===== config.mk =====
export PLATFORM = sky130hd
export DESIGN_NAME = cau_div_stage
export DESIGN_NICKNAME = d
export VERILOG_FILES = /design/src/sv/cau_pkg.sv /design/src/sv/cau_div_stage.sv
export SDC_FILE = /design/constraint.sdc
export NUM_CORES = 1
export LEC_CHECK = 0
export BUFFER_PORTS_ARGS = -buffer_cell sky130_fd_sc_hd__buf_2
export CAP_MARGIN = 20
export CORE_AREA = 2 2 305 307
export CTS_CLUSTER_DIAMETER = 100
export DETAILED_ROUTE_END_ITERATION = 8
export DIE_AREA = 0 0 307 309
export SYNTH_ARGS = -nofsm -noshare
export SYNTH_HDL_FRONTEND = slang
export SYNTH_SLANG_ARGS = --single-unit
export TNS_END_PERCENT = 30

===== constraint.sdc =====
create_clock -name clk -period 13.6 [get_ports clk]
set_input_delay 1.36 -clock clk [delete_from_list [all_inputs] [get_ports clk]]
set_output_delay 1.36 -clock clk [all_outputs]
set_load 0.05 [all_outputs]

===== src/sv/cau_pkg.sv =====
// Shared types, constants and saturation helpers for the complex arithmetic unit.
`timescale 1ns / 1ps
package cau_pkg;

  localparam int FRAC_BITS = 16;
  localparam int WORD_BITS = 32;
  localparam int PORT_BITS = 32;
  localparam int CMD_BITS  = 3;
  localparam int PROD_BITS = 2 * WORD_BITS;
  localparam int SUM_BITS  = PROD_BITS + 1;
  localparam int X_BITS    = PROD_BITS + FRAC_BITS;
  localparam int CMP_BITS  = PROD_BITS + FRAC_BITS + WORD_BITS;

  typedef enum logic [CMD_BITS-1:0] {
    CMD_ADD = 3'd0,
    CMD_SUB = 3'd1,
    CMD_MUL = 3'd2,
    CMD_DIV = 3'd3,
    CMD_MAG = 3'd4
  } cmd_t;

  typedef logic signed [WORD_BITS-1:0] word_t;
  typedef logic signed [WORD_BITS:0]   ext_t;
  typedef logic signed [PROD_BITS-1:0] prod_t;
  typedef logic signed [SUM_BITS-1:0]  sum_t;
  typedef logic [PROD_BITS-1:0]        mag_t;
  typedef logic [WORD_BITS-1:0]        quo_t;
  typedef logic [X_BITS-1:0]           x_t;
  typedef logic [CMP_BITS-1:0]         cmp_t;

  localparam word_t WORD_MAX = {1'b0, {(WORD_BITS-1){1'b1}}};
  localparam word_t WORD_MIN = {1'b1, {(WORD_BITS-1){1'b0}}};

  typedef struct packed {
    cmd_t  cmd;
    word_t ar;
    word_t ai;
    word_t br;
    word_t bi;
  } op_t;

  typedef struct packed {
    word_t val;
    logic  ovf;
  } sat_t;

  typedef struct packed {
    logic neg;
    logic big;
    mag_t rem;
    quo_t quo;
    quo_t low;
  } lane_t;

  typedef struct packed {
    logic  vld;
    cmd_t  cmd;
    word_t re;
    word_t im;
    logic  ovf;
    logic  dz;
    mag_t  den;
    lane_t lre;
    lane_t lim;
  } stage_t;

  function automatic sat_t sat_sum(input sum_t v);
    sat_t r;
    if (v > sum_t'(WORD_MAX)) begin
      r.val = WORD_MAX;
      r.ovf = 1'b1;
    end else if (v < sum_t'(WORD_MIN)) begin
      r.val = WORD_MIN;
      r.ovf = 1'b1;
    end else begin
      r.val = v[WORD_BITS-1:0];
      r.ovf = 1'b0;
    end
    return r;
  endfunction

  function automatic sat_t quo_word(input logic neg, input logic big, input quo_t q);
    sat_t r;
    if (neg) begin
      if (big || q > quo_t'(WORD_MIN)) begin
        r.val = WORD_MIN;
        r.ovf = 1'b1;
      end else begin
        r.val = word_t'(0) - word_t'(q);
        r.ovf = 1'b0;
      end
    end else begin
      if (big || q > quo_t'(WORD_MAX)) begin
        r.val = WORD_MAX;
        r.ovf = 1'b1;
      end else begin
        r.val = word_t'(q);
        r.ovf = 1'b0;
      end
    end
    return r;
  endfunction

endpackage


===== src/sv/cau_div_stage.sv =====
// One restoring-division stage: one quotient bit per lane, registered.
`timescale 1ns / 1ps
module cau_div_stage import cau_pkg::*; (
  input  logic   clk,
  input  logic   rst_n,
  input  logic   en,
  input  stage_t st_i,
  output stage_t st_o
);

  stage_t st_r;
  stage_t st_nxt;

  function automatic lane_t div_step(input lane_t l, input mag_t den);
    lane_t             r;
    logic [PROD_BITS:0] r2;
    r  = l;
    r2 = {l.rem, l.low[WORD_BITS-1]};
    if (r2 >= {1'b0, den}) begin
      r2    = r2 - {1'b0, den};
      r.quo = {l.quo[WORD_BITS-2:0], 1'b1};
    end else begin
      r.quo = {l.quo[WORD_BITS-2:0], 1'b0};
    end
    r.rem = r2[PROD_BITS-1:0];
    r.low = l.low << 1;
    return r;
  endfunction

  always_comb begin
    st_nxt     = st_i;
    st_nxt.lre = div_step(st_i.lre, st_i.den);
    st_nxt.lim = div_step(st_i.lim, st_i.den);
  end

  always_ff @(posedge clk) begin
    if (!rst_n) begin
      st_r.vld <= 1'b0;
    end else if (en) begin
      st_r <= st_nxt;
    end
  end

  assign st_o = st_r;

endmodule


==> results of run 1 <==
power breakdown:
group / switching, W / leakage, nW / internal (W) / total [W]
Clock: 0.000548 / 0.750 / 0.000738 / 0.00129
Combinational: 0.000792 / 7.50 / 0.000320 / 0.00111
Sequential: 0.0000255 / 3.69 / 0.00146 / 0.00148
Total: 0.00137 / 11.9 / 0.00252 / 0.00388
synthesized netlist by cell type, types with 31 or more instances:
cell type,n
o21bai_1,31
a21oi_1,208
clkbuf_1,49
ha_1,128
edfxtp_1,391
inv_1,107
nand4_1,58
o21ai_0,71
xor2_1,42
nor2_1,127
mux2_1,55
a21o_1,66
nand2_1,104
xnor2_1,75
cells by family after synthesis:
logic type	synth area share, %
AO/OA/AOI/OAI	15.0
XOR/XNOR	4.76
adder cells (fa/ha/maj)	7.63
buffers and inverters	4.06
flip-flops	54.6
multiplexers	4.44
other	0.0174
AND/OR/NAND/NOR	9.45
critical path, delay by kind of cell:
kind                       cells  cell delay (ns)
AOI/OAI and AO/OA              5             1.62
muxes                          1             0.42
adders and majority gates      1             0.45
and+or+nand+nor                4             1.28
buffers and inverters          3             0.87
per-layer routing:
metal / up-vias / global-route usage (%) / part of all wire, %
met3: 143 / 5.63 / 8.5
met1: 8701 / 20.9 / 38
li1: 8455 / - / -
met4: 40 / 3.97 / 2.0
met5: - / 0 / 0.31
met2: 708 / 34.2 / 52
layout make-up:
class / count / area (sq um)
clock inverters: 35 / 304
well taps: 1186 / 1480
clock buffers: 54 / 1240
fillers: 9495 / 63300
multi-input cells: 1260 / 8900
inverters: 107 / 402
flip-flops and latches: 392 / 11800
diodes: 8 / 20.0
repair buffers: 795 / 4010
worst max path at each step:
stage,from,end,slack (ns),cells after the start
final,st_i[270],st_o[124],7.86,14
after floorplan,en,st_o[100],2.64,1
after detailed placement,st_i[270],st_o[68],7.07,14
after global routing,st_i[270],st_o[124],7.55,14
after CTS,st_i[270],st_o[124],7.71,14
after global placement,st_i[270],st_o[124],7.00,14
stage by stage:
step                      power (W)  hold WS, ns
after global placement      0.00262        0.497
after floorplan             0.00230        0.743
final                       0.00388        0.527
after detailed placement    0.00262        0.513
after global routing        0.00404        0.566
after CTS                   0.00393        0.531
==> impl_metrics.csv, run 1 <==
group,metric,value,unit
route,wl,92700,um
min_path,min_to,"st_o[393]",
global_routing,grt.overflow.total,0,
global_routing,track_usage,18.5,%
worst_setup_path,critPathArrivalTime,6.09,ns
route,drt_iter0_drc,1503,
clock_tree,root_buffer,"clkbuf_16",
place,dp_slack,7.07,ns
route,remaining_drc_errors,0,
finish,final_core_util,30.8,%
place,place_area,26600,sq um
die,die_w,307,um
worst_setup_path,end_kind,"flip-flop",
pwr,powerDensity,138,nW/um^2
clock_tree,insertion_delay,0.60,ns
worst_setup_path,crit_type,"in -> reg",
yosys,synthArstFlopShare,0,%
place,hpwl,76800,um
yosys,synth_top_area_share,54.5,%
finish,layout.cells.non_filler,3837,
yosys,avgSynthCellArea,11.6,sq um
yosys,synth-seq-cells,392,
yosys,yosys_warnings,0,
finish,nets,3131,
outcome,status,"finished clean",
pwr,power_leakage,11.9,nW
die,core.rowCount,111,
clock_tree,clk_pin_slew_worst_paths,0.06,ns
min_path,min_path_cells,2,
yosys,synthTopCellsByArea,"edfxtp_1 (55%), ha_1 (7.4%), a21oi_1 (4.8%)",
min_path,hold_class,"reg -> reg",
timing,slew_viol_final,0,
clock_tree,htree_levels,2,
timing,max_freq,174,MHz
worst_setup_path,cp.required,13.95,ns
yosys,synth_area,21500,sq um
worst_setup_path,path_max_fanout,46,
timing,rsz0062_at_grt,"false",
worst_setup_path,crit_chain,"buf_2, inv_1, ha_1, and4_1, and3_1, o211ai_1, a31oi_1, o21ai_1, a21oi_1, nor3_1, o21a_1, nor2_4, buf_4, mux2_2",
place,dpl.cell_count,3740,
worst_setup_path,slowest_stage,"buf_4",
timing,setup_violations,0,
timing,worst_slew_pin_slew,1.11,ns
worst_setup_path,worstRegToRegCells,2,
finish,fin_area,28100,sq um
finish,layout_common_cells,"buf_2 (786), edfxtp_1 (391), a21oi_1 (208)",
yosys,synth-main-ff-cell,"edfxtp_1",
worst_setup_path,max_stage_delay,0.69,ns
die,io_pins,791,
route,vias,18047,
clock_tree,cts_buffers,48,
clock_tree,ctsHoldBuffers,0,
global_routing,grt_pass1_vias,17584,
clock_tree,cts_tree,"built",
job,cap_viol_max_count,0,
global_routing,antenna_found_initial,42,
finish,layout-drive-gt1-share,34.5,%
pwr,ir_drop,0.0842,mV
yosys,synthCells,1851,
timing,fin_crit_sh,42.2,%
yosys,yosysTopAreaCell,"edfxtp_1",
yosys,synth_cell_types,84,
timing,relSlewSlack,25.8,%
die,start_util,23.6,%
global_routing,grt_max_degree,163,
clock_tree,cts_sinks,392,
global_routing,grt_pass1_wl,127000,um
clock_tree,postCtsSetupRepairBufs,0,
finish,largest_reg_flops,392,
clock_tree,clk_path_buf_depth,3,
timing,timing.final.ws_setup,7.86,ns
route,ant_nets,0,
timing,fin_worst_skew,0,ns
worst_setup_path,r2r_end,"st_o[393]",
worst_setup_path,timing.rr.start,"st_o[393]",
timing,finalHoldViolations,0,
yosys,synth_edf_count,391,
place,port_buffers,786,
min_path,holdCritStartpoint,"st_o[393]",
die,chipHeight,309,um
timing,fin_crit,5.74,ns
yosys,ys_seq_area_share,54.6,%
route,wl_per_cell,24.2,um
timing,setup_tns,0,ns
route,avgViaCountPerCell,4.70,
die,die-area,94900,sq um
finish,area_delta_synth_final,30.7,%
place,finalWeightedCongestion,0.893,
die,core-area,91400,sq um
finish,final_common_cell,"buf_2",
worst_setup_path,r2r_slack,13.00,ns
route,dr.pass1.iters,5,
clock_tree,cts_resized,0,
worst_setup_path,cp-start-kind,"primary input",
No activity file was read; power rests on OpenSTA's default activity.
==> inputs of run 2 (changes only) <==
--- a/config.mk
+++ b/config.mk
@@ -7,10 +7,10 @@
 export LEC_CHECK = 0
 export BUFFER_PORTS_ARGS = -buffer_cell sky130_fd_sc_hd__buf_2
 export CAP_MARGIN = 20
-export CORE_AREA = 2 2 305 307
+export CORE_AREA = 2 2 312 314
 export CTS_CLUSTER_DIAMETER = 100
 export DETAILED_ROUTE_END_ITERATION = 8
-export DIE_AREA = 0 0 307 309
+export DIE_AREA = 0 0 314 316
 export SYNTH_ARGS = -nofsm -noshare
 export SYNTH_HDL_FRONTEND = slang
 export SYNTH_SLANG_ARGS = --single-unit
==> constraint.sdc (replaced) <==
create_clock -name clk -period 4.65 [get_ports clk]
set_input_delay 0.465 -clock clk [delete_from_list [all_inputs] [get_ports clk]]
set_output_delay 0.465 -clock clk [all_outputs]
set_load 0.05 [all_outputs]
==> impl_metrics.csv, run 2 (synthesis results as in run 1) <==
group,metric,value,unit
pwr,power_leakage,13.0,nW
pwr,ir_drop,0.255,mV
finish,n_fill_cell,9898,
place,port_buffers,786,
finish,layout.cells.non_filler,4185,
place,hpwl,81300,um
global_routing,grt_pass1_wl,135000,um
global_routing,met3_usage,6.67,%
finish,layout-drive-gt1-share,32.9,%
die,die_w,314,um
clock_tree,insertion_delay,0.62,ns
timing,fin_crit_sh,93.8,%
min_path,min_to,"st_o[272]",
die,io_pins,791,
pwr,sw_frac_of_total,35.4,%
route,drt_iter0_drc,1124,
pwr,clkPwrFrac,32.4,%
global_routing,grt.overflow.total,0,
finish,nets,3381,
finish,largest_reg_flops,392,
finish,area_delta_synth_final,42.8,%
timing,worst_slew_pin_slew,0.813,ns
worst_setup_path,cp.required,5.00,ns
clock_tree,cts_buffers,49,
clock_tree,clk_path_buf_depth,3,
timing,timing.final.ws_setup,0.291,ns
clock_tree,cts_sinks,392,
worst_setup_path,worstRegToRegCells,2,
worst_setup_path,critPathLaunch,"st_i[268]",
worst_setup_path,end_kind,"flip-flop",
clock_tree,cts_tree,"built",
timing,finalHoldViolations,0,
clock_tree,postCtsSetupRepairBufs,0,
worst_setup_path,path_max_fanout,47,
pwr,internal_power,0.00746,W
finish,final_common_cell,"buf_2",
outcome,status,"finished clean",
die,start_util,22.4,%
timing,slew_viol_final,0,
route,wl_per_cell,23.6,um
worst_setup_path,crit_type,"in -> reg",
worst_setup_path,r2r_slack,4.06,ns
global_routing,use_met1,20.4,%
job,cap_viol_max_count,0,
timing,whs,0.0411,ns
pwr,powerDensity,376,nW/um^2
worst_setup_path,cp-start-kind,"primary input",
die,core-area,96000,sq um
clock_tree,root_buffer,"clkbuf_16",
timing,setup_tns,0,ns
global_routing,track_usage,19.0,%
route,vias,18945,
global_routing,grt_busiest_layer,"met2",
timing,relSlewSlack,45.8,%
clock_tree,clk_pin_slew_worst_paths,0.06,ns
die,die-area,99200,sq um
die,chipHeight,316,um
global_routing,grt_max_degree,80,
route,remaining_drc_errors,0,
min_path,min_path_cells,1,
place,dp_slack,0.0954,ns
worst_setup_path,critPathArrivalTime,4.71,ns
route,wl,98600,um
die,core.rowCount,114,
timing,max_freq,229,MHz
finish,layout_common_cells,"buf_2 (786), edfxtp_1 (391), dlygate4sd3_1 (211)",
global_routing,antenna_found_initial,61,
pwr,seq_power_share,37.5,%
global_routing,gr-usage-met2,34.3,%
timing,rsz0062_at_grt,"false",
route,avgViaCountPerCell,4.53,
global_routing,grt_pass1_vias,18887,
min_path,holdCritStartpoint,"st_i[272]",
timing,fin_worst_skew,0,ns
route,dr.pass1.iters,5,
pwr,combPwrFrac,30.1,%
route,ant_nets,0,
timing,fin_crit,4.36,ns
worst_setup_path,r2r_end,"st_o[393]",
timing,setup_violations,0,
pwr,p_switching,0.00409,W
place,dpl.cell_count,3868,
place,finalWeightedCongestion,0.875,
clock_tree,htree_levels,2,
worst_setup_path,timing.rr.start,"st_o[393]",
min_path,hold_class,"in -> reg",
==> run 2: cell count changes in the layout (fill, tap and decap cells not counted), moves of 2 or more <==
cell           previous run  this run
clkbuf_1                  5         9
diode_2                   8        16
bufinv_16                 4         2
dlygate4sd3_1             0       211
clkinv_1                 14        10
inv_6                     3         5
clkinv_4                  1         4
clkinv_2                  7         5
buf_12                    1         7
buf_4                     8        40
==> run 2: worst max-delay path by stage <==
stage	to	slack, ns	depth (start not counted)
after floorplan	st_o[100]	1.03	1
after global placement	st_o[82]	0.09	15
after detailed placement	st_o[122]	0.1	16
after CTS	st_o[84]	0.17	16
after global routing	st_o[88]	0.04	16
final	st_o[88]	0.29	16
==> run 2: critical path, cell delays in order <==
cell and delay, ns:
dlygate4sd3_1 0.55, buf_2 0.12, inv_1 0.07, ha_1 0.38, and4_1 0.26, and3_1 0.29
o211ai_1 0.28, a31oi_2 0.47, o21ai_1 0.10, buf_4 0.17, a21oi_1 0.27, nor3_1 0.13
o21a_1 0.26, nor2_4 0.17, buf_12 0.28, mux2_1 0.36
==> run 2: through the flow <==
step                      total power [W]  instance area (sq um)  util (%)
after floorplan                   0.00668                  21500         -
after global routing               0.0120                  30700      32.0
after detailed placement          0.00774                  27000      28.2
after global placement            0.00773                  27000      28.2
after CTS                          0.0117                  30700      32.0
final                              0.0116                  30700      32.0
==> run 2: area by class of cell <==
class	instances	area (sq um)	share of cell area, %
Antenna cell	16	40.0	0.130
Clock buffer	59	1280	4.18
Clock inverter	31	265	0.863
Inverter	107	402	1.31
Multi-Input combinational cell	1260	8910	29.0
Sequential cell	392	11800	38.3
Tap cell	1276	1600	5.19
Timing Repair Buffer	1044	6490	21.1
==> run 2: per-layer routing <==
metal	up-vias	wire length (um)
li1	8972	-
met1	8978	35900
met2	728	49800
met3	201	8820
met4	66	3620
met5	-	414
==> run 2: repair_timing <==
item,CTS,global route
resized for setup,0,1
hold buffers,211,0
setup endpoints to repair,0,16
endpoints found under the hold margin,211,0
==> run 2: power by group through the flow <==
stage | logic, W | clock network, W | registers [W]
2_1_floorplan | 0.00126 | 0 | 0.00542
4_1_cts | 0.00350 | 0.00387 | 0.00433
6_report | 0.00348 | 0.00374 | 0.00433
3_3_place_gp | 0.00333 | 0 | 0.00440
5_1_grt | 0.00370 | 0.00399 | 0.00436
3_5_place_dp | 0.00333 | 0 | 0.00440
==> inputs of run 3 (changes only) <==
--- a/config.mk
+++ b/config.mk
@@ -7,10 +7,11 @@
 export LEC_CHECK = 0
 export BUFFER_PORTS_ARGS = -buffer_cell sky130_fd_sc_hd__buf_2
 export CAP_MARGIN = 20
-export CORE_AREA = 2 2 312 314
+export CORE_AREA = 2 2 309 311
+export CTS_BUF_LIST = sky130_fd_sc_hd__clkbuf_4
 export CTS_CLUSTER_DIAMETER = 100
 export DETAILED_ROUTE_END_ITERATION = 8
-export DIE_AREA = 0 0 314 316
+export DIE_AREA = 0 0 311 313
 export SYNTH_ARGS = -nofsm -noshare
 export SYNTH_HDL_FRONTEND = slang
 export SYNTH_SLANG_ARGS = --single-unit
==> impl_metrics.csv, run 3 (synthesis results as in run 1) <==
group,metric,value,unit
outcome,status,"finished clean",
worst_setup_path,end_kind,"flip-flop",
global_routing,gr-usage-met2,36.7,%
finish,area_delta_synth_final,51.3,%
place,dpl.cell_count,3868,
pwr,ir_drop,0.146,mV
finish,final_common_cell,"buf_2",
clock_tree,insertion_delay,0.91,ns
finish,layout-drive-gt1-share,33.6,%
clock_tree,cts_buffers,115,
pwr,power,0.0114,W
place,port_buffers,786,
global_routing,grt_busiest_layer,"met2",
pwr,p_switching,0.00421,W
clock_tree,cts_tree,"built",
die,core.rowCount,113,
global_routing,track_usage,20.3,%
global_routing,grt.overflow.total,0,
worst_setup_path,critPathArrivalTime,4.75,ns
place,hpwl,81900,um
pwr,sw_frac_of_total,37.0,%
route,remaining_drc_errors,0,
timing,rsz0062_at_grt,"false",
clock_tree,cts_sinks,392,
timing,fin_crit_sh,87.9,%
min_path,min_to,"st_o[244]",
die,core-area,94200,sq um
worst_setup_path,cp.required,5.31,ns
global_routing,grt_max_degree,124,
pwr,power_leakage,14.0,nW
global_routing,use_met1,22.2,%
worst_setup_path,r2r_slack,3.50,ns
timing,whs,0.184,ns
timing,slew_viol_final,0,
worst_setup_path,cp-start-kind,"primary input",
die,chipHeight,313,um
route,drt_iter0_drc,1218,
pwr,powerDensity,349,nW/um^2
pwr,combPwrFrac,32.1,%
min_path,min_path_cells,2,
clock_tree,postCtsSetupRepairBufs,0,
timing,setup_violations,0,
die,start_util,22.9,%
global_routing,grt_pass1_vias,20531,
timing,relSlewSlack,45.1,%
global_routing,grt_pass1_wl,143000,um
job,cap_viol_max_count,0,
pwr,internal_power,0.00715,W
worst_setup_path,path_max_fanout,3,
min_path,holdCritStartpoint,"en",
finish,nets,3638,
worst_setup_path,crit_type,"in -> reg",
die,io_pins,791,
timing,finalHoldViolations,0,
worst_setup_path,worstRegToRegCells,3,
clock_tree,clk_path_buf_depth,3,
timing,timing.final.ws_setup,0.563,ns
timing,worst_slew_pin_slew,0.824,ns
place,dp_slack,0.124,ns
worst_setup_path,r2r_end,"st_o[393]",
clock_tree,htree_levels,3,
pwr,clkPwrFrac,29.7,%
die,die_w,311,um
worst_setup_path,timing.rr.start,"st_o[393]",
global_routing,antenna_found_initial,25,
timing,fin_worst_skew,0,ns
route,ant_nets,0,
clock_tree,root_buffer,"clkbuf_4",
timing,fin_crit,4.09,ns
route,vias,20154,
route,wl_per_cell,22.7,um
finish,layout_common_cells,"buf_2 (786), dlygate4sd3_1 (391), edfxtp_1 (391)",
finish,layout.cells.non_filler,4480,
route,wl,102000,um
place,finalWeightedCongestion,0.895,
min_path,hold_class,"in -> reg",
clock_tree,clk_pin_slew_worst_paths,0.06,ns
route,avgViaCountPerCell,4.50,
timing,setup_tns,0,ns
timing,max_freq,245,MHz
finish,largest_reg_flops,392,
route,dr.pass1.iters,5,
pwr,seq_power_share,38.2,%
global_routing,met3_usage,5.87,%
die,die-area,97300,sq um
[run 3: worst max path at each step]
stage	start	end	slack, ns	depth (start not counted)
global placement	st_i[31]	st_o[126]	0.16	16
floorplan	rst_n	st_o[100]	1.03	1
detailed placement	st_i[31]	st_o[122]	0.12	16
finish	st_i[31]	st_o[122]	0.56	17
global route	st_i[267]	st_o[121]	0.37	15
CTS	st_i[267]	st_o[124]	0.60	15
[run 3: per-stage QoR]
step,util (%),cell area [sq um]
6_report,34.6,32600
5_1_grt,34.6,32600
4_1_cts,34.5,32500
3_5_place_dp,28.8,27200
3_3_place_gp,28.8,27200
2_1_floorplan,-,21500
[run 3: power by group through the flow]
| stage | clock network, W | registers [W] | logic (W) |
|---|---|---|---|
| 2_1_floorplan | 0 | 0.00542 | 0.00126 |
| 4_1_cts | 0.00353 | 0.00434 | 0.00367 |
| 5_1_grt | 0.00368 | 0.00436 | 0.00387 |
| 3_5_place_dp | 0 | 0.00441 | 0.00337 |
| 6_report | 0.00338 | 0.00434 | 0.00364 |
| 3_3_place_gp | 0 | 0.00440 | 0.00336 |
[run 3: metal layers]
layer	vias up	wire length, um
met4	24	3810
met1	9693	39000
li1	9545	-
met5	-	141
met3	166	6870
met2	726	52000
[run 3: repair_timing]
item                                    in CTS  in global routing
hold buffers                               391                  0
endpoints found under the hold margin      390                  0
gates resized for setup                      0                  0
endpoints found under the setup margin       0                  0
[run 3: critical path: stages]
cell and delay, ns:
dlygate4sd3_1 0.52, buf_2 0.12, inv_1 0.06, ha_1 0.23
fa_1 0.40, nand2b_1 0.22, a21oi_1 0.38, o21ai_0 0.19
buf_4 0.17, a2111oi_1 0.44, buf_4 0.21, nor2_1 0.05
o221a_2 0.35, a31oi_1 0.34, a21oi_1 0.14, xnor2_1 0.14
mux2_1 0.31
[run 3: final cells by class]
cell class,count,area [sq um]
diodes,14,35.0
clock buffers,168,1260
clock inverters,39,196
fillers,9651,61600
inverters,107,402
multi-input cells,1260,8900
flip-flops and latches,392,11800
well taps,1265,1580
repair buffers,1235,8420
